**src/sv/clnw_pkg.sv**
```systemverilog
// ----------------------------------------------------------------------------
// clnw_pkg
// Types and constants for the character display number writer.
// ----------------------------------------------------------------------------
`timescale 1ns / 1ps

package clnw_pkg;

    localparam int VALUE_WIDTH = 32;
    localparam logic [31:0] VALUE_MASK = (VALUE_WIDTH >= 32) ? 32'hFFFF_FFFF :
        32'((64'd1 << VALUE_WIDTH) - 64'd1);

    localparam int DIGIT_SLOTS = 10;
    localparam int CNT_W       = 4;

    // request codes
    localparam logic [2:0] OP_INIT = 3'd0;
    localparam logic [2:0] OP_CMD  = 3'd1;
    localparam logic [2:0] OP_DATA = 3'd2;
    localparam logic [2:0] OP_DEC  = 3'd3;
    localparam logic [2:0] OP_HEX  = 3'd4;

    // x / 10 == (x * DEC_RECIP) >> DEC_SHIFT for every 32-bit x
    localparam logic [31:0] DEC_RECIP = 32'hCCCC_CCCD;
    localparam int          DEC_SHIFT = 35;

    localparam logic [7:0] ASCII_DIGIT = 8'h30;
    localparam logic [7:0] ASCII_ALPHA = 8'h37;

    typedef enum logic [2:0] {
        ST_IDLE,
        ST_INIT,
        ST_BYTE,
        ST_DIV_MUL,
        ST_DIV_FIX,
        ST_EMIT
    } state_t;

    function automatic logic [7:0] init_byte(input logic [1:0] idx);
        logic [7:0] b;
        case (idx)
            2'd0:    b = 8'h38;  // 8-bit bus, two lines, 5x8 font
            2'd1:    b = 8'h0E;  // display on, cursor on
            2'd2:    b = 8'h01;  // clear
            2'd3:    b = 8'h80;  // home to first line
            default: b = 8'h80;
        endcase
        return b;
    endfunction

endpackage

```
**src/sv/character_lcd_number_writer_unit.sv**
```systemverilog
// ----------------------------------------------------------------------------
// character_lcd_number_writer_unit
// Turns display requests into the byte transfers of a character LCD.
// ----------------------------------------------------------------------------
// Input channel s_*: one request per item, s_tdata = {value, operation}.
//   operation 0 init (four commands), 1 command byte, 2 data byte,
//   3 decimal number, 4 hex number; codes 5..7 are dropped with no output.
// Output channel m_*: one transfer per item, m_tdata = bus byte,
//   m_tuser = register select (1 = character data), m_tlast on the final
//   transfer of a request.
// Timing: a request is taken while idle, then the block is busy.
//   Init gives one transfer per cycle while the output is not stalled,
//   command/data a single transfer. Decimal: one shared multiplier by the
//   reciprocal gives a digit per multiply step and fix step, hex a digit
//   every cycle; then one digit goes out per cycle while not stalled.
// The output register holds a finished transfer; s_tready returns high
//   once the last transfer sits there, even while it is not yet taken.
// A stall on m_tready holds the waiting transfer and pauses the init, byte
//   and digit output steps; digit extraction runs on. Nothing is lost.
// Reset (aresetn low, synchronous) empties the output and returns to idle.
// ----------------------------------------------------------------------------
`timescale 1ns / 1ps

module character_lcd_number_writer_unit
    import clnw_pkg::*;
(
    input  logic        aclk,
    input  logic        aresetn,
    input  logic        s_tvalid,
    output logic        s_tready,
    input  logic [39:0] s_tdata,   // [2:0] operation, [34:3] value, [39:35] zero
    output logic        m_tvalid,
    input  logic        m_tready,
    output logic [7:0]  m_tdata,   // [7:0] bus_byte
    output logic        m_tuser,   // [0] register_select
    output logic        m_tlast
);

    state_t state_reg, state_next;

    logic [31:0]      rem_reg, rem_next;
    logic [63:0]      prod_reg;
    logic             hex_reg, hex_next;
    logic             rs_reg, rs_next;
    logic [CNT_W-1:0] idx_reg, idx_next;
    logic [CNT_W-1:0] count_reg, count_next;
    logic [3:0]       digit_reg [DIGIT_SLOTS];
    logic             digit_we;

    logic             m_tvalid_reg, m_tvalid_next;
    logic [7:0]       m_tdata_reg, m_tdata_next;
    logic             m_tuser_reg, m_tuser_next;
    logic             m_tlast_reg, m_tlast_next;

    logic [2:0]  in_op;
    logic [31:0] in_value;
    logic        accept;
    logic        out_free;
    logic [31:0] quot;
    logic [31:0] quot_dec;
    logic [3:0]  digit;
    logic [3:0]  digit_dec;
    logic [3:0]  emit_digit;
    logic [7:0]  emit_char;

    assign in_op    = s_tdata[2:0];
    assign in_value = s_tdata[34:3];
    assign accept   = s_tvalid && s_tready;
    assign out_free = !m_tvalid_reg || m_tready;

    // shared divide step: hex is a shift, decimal uses the registered product
    assign quot_dec  = 32'(prod_reg[63:DEC_SHIFT]);
    assign digit_dec = 4'(rem_reg - ((quot_dec << 3) + (quot_dec << 1)));
    assign quot      = hex_reg ? (rem_reg >> 4) : quot_dec;
    assign digit     = hex_reg ? rem_reg[3:0] : digit_dec;

    assign emit_digit = digit_reg[idx_reg];
    assign emit_char  = (emit_digit > 4'd9) ? ASCII_ALPHA + 8'(emit_digit)
                                            : ASCII_DIGIT + 8'(emit_digit);

    // next state
    always_comb begin
        state_next = state_reg;
        case (state_reg)
            ST_IDLE: begin
                if (accept) begin
                    case (in_op)
                        OP_INIT:         state_next = ST_INIT;
                        OP_CMD, OP_DATA: state_next = ST_BYTE;
                        OP_DEC:          state_next = ST_DIV_MUL;
                        OP_HEX:          state_next = ST_DIV_FIX;
                        default:         state_next = ST_IDLE;
                    endcase
                end
            end
            ST_INIT: begin
                if (out_free && idx_reg == CNT_W'(3)) state_next = ST_IDLE;
            end
            ST_BYTE: begin
                if (out_free) state_next = ST_IDLE;
            end
            ST_DIV_MUL: state_next = ST_DIV_FIX;
            ST_DIV_FIX: begin
                if (quot == '0)   state_next = ST_EMIT;
                else if (!hex_reg) state_next = ST_DIV_MUL;
            end
            ST_EMIT: begin
                if (out_free && idx_reg == '0) state_next = ST_IDLE;
            end
            default: state_next = ST_IDLE;
        endcase
    end

    // datapath and outputs
    always_comb begin
        s_tready      = (state_reg == ST_IDLE);
        rem_next      = rem_reg;
        hex_next      = hex_reg;
        rs_next       = rs_reg;
        idx_next      = idx_reg;
        count_next    = count_reg;
        digit_we      = 1'b0;
        m_tvalid_next = m_tvalid_reg && !m_tready;
        m_tdata_next  = m_tdata_reg;
        m_tuser_next  = m_tuser_reg;
        m_tlast_next  = m_tlast_reg;
        case (state_reg)
            ST_IDLE: begin
                if (accept) begin
                    rem_next   = in_value & VALUE_MASK;
                    hex_next   = (in_op == OP_HEX);
                    rs_next    = (in_op == OP_DATA);
                    idx_next   = '0;
                    count_next = '0;
                end
            end
            ST_INIT: begin
                if (out_free) begin
                    m_tvalid_next = 1'b1;
                    m_tdata_next  = init_byte(idx_reg[1:0]);
                    m_tuser_next  = 1'b0;
                    m_tlast_next  = (idx_reg == CNT_W'(3));
                    idx_next      = idx_reg + CNT_W'(1);
                end
            end
            ST_BYTE: begin
                if (out_free) begin
                    m_tvalid_next = 1'b1;
                    m_tdata_next  = rem_reg[7:0];
                    m_tuser_next  = rs_reg;
                    m_tlast_next  = 1'b1;
                end
            end
            ST_DIV_MUL: ;
            ST_DIV_FIX: begin
                digit_we   = 1'b1;
                rem_next   = quot;
                count_next = count_reg + CNT_W'(1);
                idx_next   = count_reg;  // most significant digit goes out first
            end
            ST_EMIT: begin
                if (out_free) begin
                    m_tvalid_next = 1'b1;
                    m_tdata_next  = emit_char;
                    m_tuser_next  = 1'b1;
                    m_tlast_next  = (idx_reg == '0);
                    idx_next      = idx_reg - CNT_W'(1);
                end
            end
            default: ;
        endcase
    end

    always_ff @(posedge aclk) begin
        if (!aresetn) begin
            state_reg    <= ST_IDLE;
            m_tvalid_reg <= 1'b0;
            idx_reg      <= '0;
            count_reg    <= '0;
        end else begin
            state_reg    <= state_next;
            m_tvalid_reg <= m_tvalid_next;
            idx_reg      <= idx_next;
            count_reg    <= count_next;
        end
    end

    always_ff @(posedge aclk) begin
        rem_reg     <= rem_next;
        hex_reg     <= hex_next;
        rs_reg      <= rs_next;
        prod_reg    <= 64'(rem_reg) * 64'(DEC_RECIP);
        m_tdata_reg <= m_tdata_next;
        m_tuser_reg <= m_tuser_next;
        m_tlast_reg <= m_tlast_next;
        if (digit_we) begin
            digit_reg[count_reg] <= digit;
        end
    end

    assign m_tvalid = m_tvalid_reg;
    assign m_tdata  = m_tdata_reg;
    assign m_tuser  = m_tuser_reg;
    assign m_tlast  = m_tlast_reg;

endmodule

```
**config.mk**
```make
export PLATFORM = sky130hd
export DESIGN_NAME = character_lcd_number_writer_unit
export DESIGN_NICKNAME = d
export VERILOG_FILES = /design/src/sv/clnw_pkg.sv /design/src/sv/character_lcd_number_writer_unit.sv
export SDC_FILE = /design/constraint.sdc
export NUM_CORES = 1
export LEC_CHECK = 0
export BUFFER_PORTS_ARGS = -buffer_cell sky130_fd_sc_hd__buf_4
export CORE_ASPECT_RATIO = 1.4
export CORE_UTILIZATION = 25
export DETAILED_ROUTE_END_ITERATION = 16
export GPL_ROUTABILITY_DRIVEN = 1
export SKIP_LAST_GASP = 1
export SYNTH_ARGS = -nofsm -noshare
export SYNTH_HDL_FRONTEND = slang
export SYNTH_SLANG_ARGS = --single-unit
```
**constraint.sdc**
```tcl
create_clock -name aclk -period 19.55 [get_ports aclk]
set_input_delay 0.9775 -clock aclk [delete_from_list [all_inputs] [get_ports aclk]]
set_output_delay 0.9775 -clock aclk [all_outputs]
set_load 0.1 [all_outputs]
```
# [After elaboration in Yosys (flattened, before gate mapping)]
# Memories as Yosys holds them, arrays and structs flattened. A register that Yosys moved wholly into a read port is not among the register bits.
# Index checks and enable logic that the tools add are counted.
[totals] out_inout_bits=12 register_bits=120 ram_bits=40 in_bits=44 word_cells=100 mem_count=1
[classes] n_addsub=7 multipliers=1 muxes=37 magnitude_cmp=1 eq_ne=20 n_reduce_logical=22
[memory_table] name="digit_reg" words=10 width=4 rd=1 rd_clocked_by_memory_dff=1 write_ports=1 line_no="character_lcd_number_writer_unit.sv:47" source="logic [3:0] digit_reg [DIGIT_SLOTS];"
[ops] operator="multiplier 32 x 32 -> 64 bit (second input constant)" count=1
[ops] operator="case mux 32 bit (2 select lines)" count=1
[ops] operator="logical NOT 32 bit" count=1
[ops] operator="two-way mux 32 bit" count=1
[ops] operator="case mux 8 bit (4 select lines)" count=1
[ops] operator="two-way mux 29 bit" count=1
[ops] operator="two-way mux 4 bit" count=6
[ops] operator="two-way mux 8 bit" count=3
[ops] operator="case mux 8 bit (3 select lines)" count=1
[ops] operator="two-way mux 3 bit" count=6
[ops] operator="case mux 3 bit (6 select lines)" count=1
[ops] operator="case mux 4 bit (4 select lines)" count=1
[ops] operator="adder 6 x 4 -> 7 bit (first input constant)" count=2
[ops] operator="== test 3 x 2 -> 1 bit (second input constant)" count=4
[ops] operator="case mux 3 bit (4 select lines)" count=1
[ops] operator="two-way mux 1 bit" count=10
[ops] operator="inequality test 2 bit (second input constant)" count=5
[ops] operator="== test 3 bit (second input constant)" count=3
[ops] operator="adder 4 x 1 -> 4 bit (second input constant)" count=2
[ops] operator="case mux 4 bit (2 select lines)" count=1
[ops] operator="AND reduction 4 bit" count=2
[ops] operator="two-way mux 7 bit" count=1
[ops] operator="== test 3 x 1 -> 1 bit (second input constant)" count=2
[ops] operator="logical NOT 3 bit" count=2
[ops] operator="22 further kinds" count=29

# [Depth between registers and ports, before layout]
# Gate-level depths: netlist of the first run.
[depth] word_depth=6 depth_mapped=25

# [Worst setup path before layout of the first run]
# No wires, ideal clock.
[synth_path] path_kind="flip-flop to flip-flop" start="register rem_reg[18]" end="register prod_reg[61]" synth_period_minus_slack_ns=6.588 slack_ns=12.962 arrival_time_ns=6.470 path_buffers=1 path_stages_with_launch=25 required_time_ns=19.432 cell_sequence="edfxtp_1 -> ha_1 -> inv_1 -> fa_1 -> inv_1 -> fa_1 -> inv_1 -> fa_1 -> inv_1 -> fa_1 -> fa_1 -> fa_1 -> inv_1 -> fa_1 -> inv_1 -> ha_1 -> buf_2 -> nand4_1 -> or4_1 -> a2bb2oi_1 -> a2bb2oi_2 -> o221ai_2 -> o31a_4 -> a21oi_2 -> xnor2_1"
[synth_between] elab_chain_len=1
[synth_lines] element="start, declared" line_no="character_lcd_number_writer_unit.sv:41" source="logic [31:0] rem_reg, rem_next;"
[synth_lines] element="start signal, assigned" line_no="character_lcd_number_writer_unit.sv:189" source="rem_reg <= rem_next;"
[synth_lines] element="multiplier 32 x 32 -> 64 bit" line_no="character_lcd_number_writer_unit.sv:192" source="prod_reg <= 64'(rem_reg) * 64'(DEC_RECIP);"
[synth_lines] element="end signal, assigned" line_no="character_lcd_number_writer_unit.sv:192"
[synth_lines] element="end, declared" line_no="character_lcd_number_writer_unit.sv:42" source="logic [63:0] prod_reg;"
# Every way passes these cells.
# A chain may end at the register's enable or synchronous reset.

# [Worst setup path in the final report of the first run]
[layout_path] start="register rem_reg[19]" end="register prod_reg[52]"
# The elaborated chain is that of the path after synthesis.

==> metrics.md, run 1 <==
| Metric | Value |
|---|---|
| Antenna cells | `0` |
| Total gr overflow | `0` |
| Max transition margin | `0.161` |
| CP max FO | `7` |
| Area delta synth->final | `10.4%` |
| Worst Path Class, Setup | `flip-flop to flip-flop` |
| Startpoint Class | `flip-flop` |
| Yosys top cell area share | `0.347` |
| CTS tree | `built` |
| First-pass detailed-route iteration total | `6` |
| Worst Path Arrival | `8.74 ns` |
| Count leader, synth | `inv_1` |
| Share of layout cells above drive strength 1 | `0.0551` |
| Synthesized area | `22300 um2` |
| CP Capture Type | `flip-flop` |
| Wire length after detailed routing | `65.5 mm` |
| Cts bufs inserted | `17` |
| Vias per cell | `4.48` |
| Setup TNS | `0 ns` |
| Post-DP HPWL | `57.9 mm` |
| Syn avg cell area | `10.4 um2` |
| GRT Total Usage | `0.149` |
| DRC violations left | `0` |
| Fin Hold WS | `0.495 ns` |
| Synth top area cells | `fa_1 (35%), ha_1 (20%), edfxtp_1 (11%), inv_1 (9.2%), dfxtp_1 (4.0%)` |
| Full die area | `90400 um2` |
| Starting DRC count in detailed routing | `701` |
| RSZ-0062 raised after global routing | `false` |
| Commonest cells in the netlist | `inv_1 (546), fa_1 (387), ha_1 (359)` |
| Root Driver | `clkbuf_16` |
| Hold-fix buffers, CTS | `0` |
| Final RePlAce weighted congestion | `0.961` |
| Number of global-route vias before repair | `16600` |
| Die H | `355 um` |
| Rows | `129` |
| Yosys warns | `0` |
| Number of synthesized flops with an enable pin | `84` |
| Status | `completed` |
| Worst-case clock skew | `0.0132 ns` |
| Worst Path Required | `19.89 ns` |
| Setup WS post-layout | `11.15 ns` |
| Worst-margin pin slew | `1.25 ns` |
| FMAX | `119 MHz` |
| CTS Sinks | `129` |
| # IOs | `56` |
| # nets final | `2972` |
| Max_cap viols | `0` |
| Largest register FFs | `40` |
| Port-buffer cells | `50` |
| Async SR Flop Fraction | `0` |
| Worst-Skew Late Latency | `0.43 ns` |
| Top_reg_cell synth | `edfxtp_1` |
| Worst min path class | `flip-flop to flip-flop` |
| Initial antenna violation count | `0` |
| Yosys cell types | `76` |
| H-tree Lvls | `4` |
| Die W | `254 um` |
| Placed Area | `24100 um2` |
| CTS Buffer Depth | `2` |
| Antenna Violating Nets Remaining | `0` |
| Cell taking the most area after synthesis | `fa_1` |
| Synth Register Bits | `129` |
| Via count | `15100` |
| Starting Density | `0.252` |
| Setup WS pre-CTS | `11.37 ns` |
| Register clock-pin slew on the reported worst setup and hold paths | `0.06 ns` |
| Post-CTS Setup Bufs | `0` |
| Post-cts sizing count | `0` |
| CORE AREA | `88400 um2` |
| Hold Vio Cnt, Final | `0` |
| Fin. max-slew vios | `0` |
| # setup viols final | `0` |
| Final min period | `8.40 ns` |
| WL/cell | `19.4 um` |
| Syn Nets | `2933` |
| Global-route wire length before repair | `99.3 mm` |
| Pin count of the biggest net entering global routing | `63` |
| Final Cycle Share | `0.430` |
| Design area | `24600 um2` |
| Sequential share of the synthesized area | `0.153` |
| Post-Synthesis Cells | `2143` |
[through the flow]
stage,std cells,util
after floorplan,2143,-
after global placement,3342,0.272
after detailed placement,3342,0.272
after CTS,3374,0.278
after global routing,3374,0.278
final,3374,0.278
[kinds of logic after synthesis]
family | synth area share
XOR/XNOR | 0.0338
flip-flops | 0.153
adder cells (fa/ha/maj) | 0.549
AND/OR/NAND/NOR | 0.0612
multiplexers | 0.0243
AO/OA/AOI/OAI | 0.0793
buffers and inverters | 0.0993
[per-layer routing]
layer,track usage,vias to the layer above,part of all wire
li1,-,6969,-
met1,0.159,7643,0.37
met2,0.281,354,0.54
met3,0.0156,163,0.029
met4,0.0840,0,0.067
met5,0,-,0
[worst paths after layout]
| path | from | endpoint | slack (ns) | depth (start not counted) |
|---|---|---|---|---|
| worst min register to register | m_tvalid | m_tvalid | 0.50 | 2 |
| worst max-delay path | rem_reg[19] | prod_reg[52] | 11.15 | 22 |
| worst max register to register | rem_reg[19] | prod_reg[52] | 11.15 | 22 |
| worst min-delay path | m_tvalid | m_tvalid | 0.50 | 2 |
[layout make-up]
class,instances,area [um2]
Clock buffer,20,437
Clock inverter,12,136
Fill cell,9397,63800
Inverter,547,2050
Multi-Input combinational cell,1429,16700
Sequential cell,129,3420
Tap cell,1179,1480
Timing Repair Buffer,58,435
[worst max-delay path, stage by stage (launching register included)]
cell      delay (ns)
edfxtp_1        0.78
ha_1            0.56
inv_1           0.20
fa_1            0.54
inv_1           0.05
fa_1            0.52
inv_1           0.06
fa_1            0.49
inv_1           0.05
fa_1            0.44
fa_1            0.58
fa_1            0.45
fa_1            0.38
ha_1            0.51
a21oi_1         0.43
nor2b_1         0.17
o21ai_0         0.09
a21boi_0        0.89
o211ai_1        0.24
nor2_1          0.33
o21ai_0         0.21
a21oi_1         0.21
xnor2_1         0.13
[placed cells by master, fill, tap and decap left out, types with 45 or more instances in the layout]
cell type	instances
inv_1	546
fa_1	387
ha_1	359
nand2_1	105
edfxtp_1	84
a21oi_1	76
o21ai_0	74
buf_4	58
xor2_1	48
dfxtp_1	45
Power of run 1 is left out: the tool's default activity adds up to more than one toggle a clock period on the data nets, which glitch-free logic cannot reach.
==> run 2, diff against run 1 <==
clock period = 6.8 ns   (was 19.55 ns; I/O delays follow)
==> run 2 against run 1 <==
Fmax grew 24%. Clock skew grew 0.0025 ns. Register-to-register slack lost 11 ns. Flip-flop and latch count is the same. Die area is the same. Global-route usage grew 1.6 points. Count of clock-buffer cells in the layout shrank 3. Routed wire length grew 12%. Sequential share of layout area shrank 2.0 points. Hold slack lost 0.35 ns.
==> metrics.md, run 2 (synthesized netlist as in run 1, its figures left out) <==
| Metric | Value |
|---|---|
| Most frequent cells in the layout | `inv_1 (534), buf_4 (428), fa_1 (374) (was inv_1 (546), fa_1 (387), ha_1 (359))` |
| Register clock-pin slew on the reported worst setup and hold paths | `0.07 ns (was 0.06 ns)` |
| Worst-Skew Late Latency | `0.44 ns (was 0.43 ns)` |
| Largest register FFs | `40 (unchanged)` |
| Starting Density | `0.252 (unchanged)` |
| Starting DRC count in detailed routing | `675 (was 701)` |
| Status | `completed (unchanged)` |
| # fillers | `9083 (was 9397)` |
| Top Metal Used | `met4 (unchanged)` |
| Die W | `254 um (unchanged)` |
| Max transition margin | `0.220 (was 0.161)` |
| WL/cell | `19.5 um (was 19.4 um)` |
| Die H | `355 um (unchanged)` |
| Max_cap viols | `0 (unchanged)` |
| Setup TNS | `0 ns (unchanged)` |
| First-pass detailed-route iteration total | `6 (unchanged)` |
| Worst Path Arrival | `7.17 ns (was 8.74 ns)` |
| Share of layout cells above drive strength 1 | `0.251 (was 0.0551)` |
| Cell Chain, Critical Path | `buf_6 -> ha_4 -> inv_2 -> buf_4 -> fa_1 -> fa_1 -> fa_1 -> inv_2 -> fa_1 -> fa_1 -> fa_1 -> ha_4 -> ha_4 -> buf_6 -> a21o_1 -> a21o_1 -> a221oi_4 -> buf_6 -> o22ai_4 -> a211oi_4 -> o221ai_4 -> o31a_4 -> a21oi_2 -> xnor2_1 (was ha_1 -> inv_1 -> fa_1 -> inv_1 -> fa_1 -> inv_1 -> fa_1 -> inv_1 -> fa_1 -> fa_1 -> fa_1 -> fa_1 -> ha_1 -> a21oi_1 -> nor2b_1 -> o21ai_0 -> a21boi_0 -> o211ai_1 -> nor2_1 -> o21ai_0 -> a21oi_1 -> xnor2_1)` |
| Vias per cell | `4.47 (was 4.48)` |
| # setup viols final | `0 (unchanged)` |
| Rows | `129 (unchanged)` |
| CTS Sinks | `129 (unchanged)` |
| Final min period | `6.79 ns (was 8.40 ns)` |
| Initial antenna violation count | `0 (unchanged)` |
| Antenna Violating Nets Remaining | `0 (unchanged)` |
| Met2 wirelength from detailed routing | `39.1 mm (was 35.2 mm)` |
| CP max stage delay | `0.54 ns (was 0.89 ns)` |
| Final Cycle Share | `0.999 (was 0.430)` |
| Root Driver | `clkbuf_16 (unchanged)` |
| Worst-margin pin slew | `1.16 ns (was 1.25 ns)` |
| Post-DP HPWL | `64.1 mm (was 57.9 mm)` |
| # IOs | `56 (unchanged)` |
| Worst R2R Start | `rem_reg[16] (was rem_reg[19])` |
| Total gr overflow | `0 (unchanged)` |
| Slowest CP cell | `fa_1 (was a21boi_0)` |
| RSZ-0062 raised after global routing | `true (was false)` |
| Worst Path Required | `7.17 ns (was 19.89 ns)` |
| Commonest non-fill, non-tap cell in the layout | `inv_1 (unchanged)` |
| Cell mode on critical path | `fa_1 (unchanged)` |
| H-tree Lvls | `4 (unchanged)` |
| Startpoint Class | `flip-flop (unchanged)` |
| CTS Buffer Depth | `2 (unchanged)` |
| CTS tree | `built (unchanged)` |
| Cts bufs inserted | `17 (unchanged)` |
| DRC violations left | `0 (unchanged)` |
| Pin count of the biggest net entering global routing | `64 (was 63)` |
| CP max FO | `3 (was 7)` |
| Wire length after detailed routing | `73.2 mm (was 65.5 mm)` |
| Antenna cells | `0 (unchanged)` |
| Final RePlAce weighted congestion | `0.980 (was 0.961)` |
| Worst Path Class, Setup | `flip-flop to flip-flop (unchanged)` |
| Hold Vio Cnt, Final | `0 (unchanged)` |
| Via count | `16800 (was 15100)` |
| HP Start | `aresetn (was m_tvalid)` |
| WL met1 | `26.4 mm (was 24.1 mm)` |
| Metal3 WL | `2.22 mm (was 1.87 mm)` |
| Area delta synth->final | `28.7% (was 10.4%)` |
| Port-buffer cells | `50 (unchanged)` |
| Number of global-route vias before repair | `18200 (was 16600)` |
| FMAX | `147 MHz (was 119 MHz)` |
| CP Capture Type | `flip-flop (unchanged)` |
| Fin. max-slew vios | `0 (unchanged)` |
| Worst Setup SP | `rem_reg[16] (was rem_reg[19])` |
| GRT Total Usage | `0.165 (was 0.149)` |
| Global-route wire length before repair | `110 mm (was 99.3 mm)` |
| Worst min path class | `input port to flip-flop (was flip-flop to flip-flop)` |
| # nets final | `3359 (was 2972)` |
| Worst-case clock skew | `0.0157 ns (was 0.0132 ns)` |
| Full die area | `90400 um2 (unchanged)` |
| CORE AREA | `88400 um2 (unchanged)` |
## run 2: area by class of cell
type | instances | area [um2] | share of cell area
multi-input cells | 1429 | 17700 | 0.617
repair buffers | 445 | 3440 | 0.120
flip-flops and latches | 129 | 3420 | 0.119
inverters | 547 | 2060 | 0.0717
well taps | 1179 | 1480 | 0.0514
clock buffers | 17 | 425 | 0.0148
clock inverters | 15 | 164 | 0.00571
## run 2: repair_timing
| action | CTS | global route |
|---|---|---|
| buffers inserted | 22 | 42 |
| hold buffers | 0 | 0 |
| endpoints found under the setup margin | 25 | 27 |
| pin swaps | 36 | 70 |
| gates resized for setup | 58 | 145 |
## run 2: path summary, 6_finish.rpt
path                  end  slack [ns]  cells past startpoint
min reg2reg      m_tvalid        0.51                      2
min          state_reg[2]        0.14                      2
max reg2reg  prod_reg[61]       0.006                     24
max          prod_reg[61]       0.006                     24
## run 2: worst max-delay path, delay by kind of cell, from the launching register on
| family | cells | cell delay, ns |
|---|---|---|
| AOI/OAI and AO/OA | 8 | 1.67 |
| buffers and inverters | 6 | 0.68 |
| DFF | 1 | 0.49 |
| adders and majority gates | 9 | 3.75 |
| xor gates and xnor gates | 1 | 0.12 |
## run 2: per-stage QoR
step	cell area [um2]	std cells	hold WS, ns	utilization	worst slack [ns]
finish	28700	3761	0.144	0.325	0.00606
global route	28700	3761	0.125	0.325	-0.184
CTS	27600	3719	0.135	0.312	-0.0367
detailed placement	26500	3665	0.505	0.300	-0.295
global placement	26500	3665	0.478	0.300	-0.283
floorplan	22300	2143	0.462	-	0.212
## run 2: per-layer routing
layer	global-route usage	up-vias
met5	0	-
met4	0.0963	0
met3	0.0187	205
met2	0.310	407
met1	0.175	8451
li1	-	7741
Power of run 2 is left out for the same reason.
==> run 3, diff against run 2 <==
PLACE_DENSITY_LB_ADDON = 0.1   (was unset)
clock period = 6.15 ns   (was 6.8 ns; I/O delays follow)
==> run 3 against run 2 <==
The flow now finishes with violations (negative setup slack). Setup slack got worse by 0.82 ns. Via count increased by 0.98%. Flip-flop and latch count unchanged. Cell count increased by 2.2%. Utilization increased by 1.3 points. Routed wire length increased by 22%. Critical path depth decreased by 1. Register-to-register slack got worse by 0.82 ns. First-iteration DRC count decreased by 12%. Clock skew about the same. Global-route usage increased by 4.0 points. Cell area increased by 4.2%. Largest cell class unchanged.
==> metrics.md, run 3 (synthesized netlist as in run 1, its figures left out) <==
| Metric | Value |
|---|---|
| Most frequent cells in the layout | `inv_1 (516), buf_4 (488), fa_1 (364) (was inv_1 (534), buf_4 (428), fa_1 (374))` |
| H-tree Lvls | `4 (unchanged)` |
| Antenna Violating Nets Remaining | `0 (unchanged)` |
| RSZ-0062 raised after global routing | `true (unchanged)` |
| Worst Path Arrival | `7.30 ns (was 7.17 ns)` |
| Vias per cell | `4.41 (was 4.47)` |
| Starting DRC count in detailed routing | `596 (was 675)` |
| # IOs | `56 (unchanged)` |
| CORE AREA | `88400 um2 (unchanged)` |
| Commonest non-fill, non-tap cell in the layout | `inv_1 (unchanged)` |
| Initial antenna violation count | `0 (unchanged)` |
| Worst-case clock skew | `0.0153 ns (was 0.0157 ns)` |
| Worst Path Class, Setup | `flip-flop to flip-flop (unchanged)` |
| Worst min path class | `input port to flip-flop (unchanged)` |
| Share of layout cells above drive strength 1 | `0.301 (was 0.251)` |
| Metal3 WL | `1.19 mm (was 2.22 mm)` |
| Crit path buf inv count | `6 (unchanged)` |
| Area delta synth->final | `34.0% (was 28.7%)` |
| Failing checks | `negative setup slack` |
| Setup WS post-layout | `-0.809 ns (was 0.00606 ns)` |
| Slowest CP cell | `fa_1 (unchanged)` |
| Die H | `355 um (unchanged)` |
| Post-DP HPWL | `80.1 mm (was 64.1 mm)` |
| Worst-Skew Late Latency | `0.46 ns (was 0.44 ns)` |
| Met2 wirelength from detailed routing | `51.0 mm (was 39.1 mm)` |
| CTS Sinks | `129 (unchanged)` |
| Register area | `3420 um2 (unchanged)` |
| Max_cap viols | `0 (unchanged)` |
| Starting Density | `0.252 (unchanged)` |
| HP Start | `aresetn (unchanged)` |
| Status | `complete, but fails checks (was completed)` |
| Startpoint Class | `flip-flop (unchanged)` |
| Number of global-route vias before repair | `19400 (was 18200)` |
| Placed insts | `3745 (was 3665)` |
| Cell mode on critical path | `fa_1 (unchanged)` |
| Hold Vio Cnt, Final | `0 (unchanged)` |
| Fin. max-slew vios | `0 (unchanged)` |
| Final RePlAce weighted congestion | `0.905 (was 0.980)` |
| Die W | `254 um (unchanged)` |
| Via count | `17000 (was 16800)` |
| # fillers | `9193 (was 9083)` |
| First-pass detailed-route iteration total | `5 (was 6)` |
| Total gr overflow | `0 (unchanged)` |
| Worst-margin pin slew | `1.18 ns (was 1.16 ns)` |
| Max transition margin | `0.212 (was 0.220)` |
| Global-route wire length before repair | `131 mm (was 110 mm)` |
| GRT Total Usage | `0.205 (was 0.165)` |
| Final Cycle Share | `1.13 (was 0.999)` |
| Critical path depth | `23 (was 24)` |
| Worst R2R Start | `rem_reg[15] (was rem_reg[16])` |
| # nets final | `3442 (was 3359)` |
| Wire length after detailed routing | `89.4 mm (was 73.2 mm)` |
| FMAX | `144 MHz (was 147 MHz)` |
| Final min period | `6.96 ns (was 6.79 ns)` |
| WL met1 | `33.5 mm (was 26.4 mm)` |
| CP max stage delay | `0.59 ns (was 0.54 ns)` |
| Port-buffer cells | `50 (unchanged)` |
| CTS Buffer Depth | `2 (unchanged)` |
| Antenna cells | `0 (unchanged)` |
| CP max FO | `4 (was 3)` |
| CP delay by family, top | `adder cells (unchanged)` |
| Pin count of the biggest net entering global routing | `68 (was 64)` |
| CTS tree | `built (unchanged)` |
| CP Capture Type | `flip-flop (unchanged)` |
| Worst Path Required | `6.49 ns (was 7.17 ns)` |
| WHS Path Cells | `2 (unchanged)` |
| Largest register FFs | `40 (unchanged)` |
| Multi-input gate area | `18200 um2 (was 17700 um2)` |
| Cell Chain, Critical Path | `buf_6 -> ha_4 -> buf_4 -> buf_4 -> ha_1 -> inv_1 -> fa_1 -> inv_1 -> fa_1 -> fa_1 -> fa_1 -> fa_1 -> fa_2 -> ha_4 -> nand4_1 -> or4_4 -> a2bb2oi_4 -> a2bb2oi_4 -> buf_12 -> o221ai_4 -> o31a_4 -> a21oi_4 -> xnor2_2 (was buf_6 -> ha_4 -> inv_2 -> buf_4 -> fa_1 -> fa_1 -> fa_1 -> inv_2 -> fa_1 -> fa_1 -> fa_1 -> ha_4 -> ha_4 -> buf_6 -> a21o_1 -> a21o_1 -> a221oi_4 -> buf_6 -> o22ai_4 -> a211oi_4 -> o221ai_4 -> o31a_4 -> a21oi_2 -> xnor2_1)` |
| Top Metal Used | `met4 (unchanged)` |
| Register clock-pin slew on the reported worst setup and hold paths | `0.07 ns (about the same)` |
| Reg2reg path depth | `23 (was 24)` |
| Cts bufs inserted | `17 (unchanged)` |
| Root Driver | `clkbuf_16 (unchanged)` |
| Layout Cells excl Fill | `3844 (was 3761)` |
| WL/cell | `23.3 um (was 19.5 um)` |
| Worst Setup SP | `rem_reg[15] (was rem_reg[16])` |
| Full die area | `90400 um2 (unchanged)` |
| Rows | `129 (unchanged)` |
| Final core utilization | `0.338 (was 0.325)` |
| # setup viols final | `29 (was 0)` |
| DRC violations left | `0 (unchanged)` |
[run 3: area by class of cell]
type | count | share of cell area
clock buffer | 19 | 0.0148
sequential | 129 | 0.115
clock inverter | 13 | 0.00393
timing repair buffer | 528 | 0.141
tap | 1179 | 0.0493
inverter | 547 | 0.0688
multi-input combinational | 1429 | 0.608
[run 3: metal layers]
metal  up-vias  GRT usage
li1       7901          -
met1      8773      0.221
met2       205      0.409
met3        90     0.0138
met4         0     0.0717
met5         -          0
[run 3: stage by stage]
stage	cell area, um2	hold WS [ns]	TNS (ns)	setup WS, ns
final	29900	0.0921	-15.71	-0.809
after global routing	29900	0.0905	-21.16	-0.988
after CTS	29400	0.0735	-16.61	-0.851
after detailed placement	27500	0.490	-29.74	-1.50
after global placement	27500	0.486	-29.24	-1.53
after floorplan	22700	0.429	-0.538	-0.232
[run 3: path summary, 6_finish.rpt]
check,endpoint,slack [ns]
worst max-delay path,prod_reg[61],-0.81
worst min-delay path,state_reg[2],0.09
worst max register to register,prod_reg[61],-0.81
worst min register to register,m_tvalid,0.50
[run 3: timing repair]
action                     in CTS  in global routing
resized for setup             170                 78
setup endpoints to repair      29                 29
setup buffers                  48                 23
pin swaps                      90                 72
hold buffers                    0                  0
[run 3: worst reg2reg max path, cell delays in order (launching register included)]
cell and delay, ns:
edfxtp_1 0.52, buf_6 0.19, ha_4 0.23, buf_4 0.15
buf_4 0.15, ha_1 0.26, inv_1 0.05, fa_1 0.50
inv_1 0.05, fa_1 0.54, fa_1 0.49, fa_1 0.54
fa_1 0.59, fa_2 0.48, ha_4 0.31, nand4_1 0.14
or4_4 0.54, a2bb2oi_4 0.19, a2bb2oi_4 0.19, buf_12 0.15
o221ai_4 0.21, o31a_4 0.19, a21oi_4 0.06, xnor2_2 0.14
Power of run 3 is left out for the same reason.
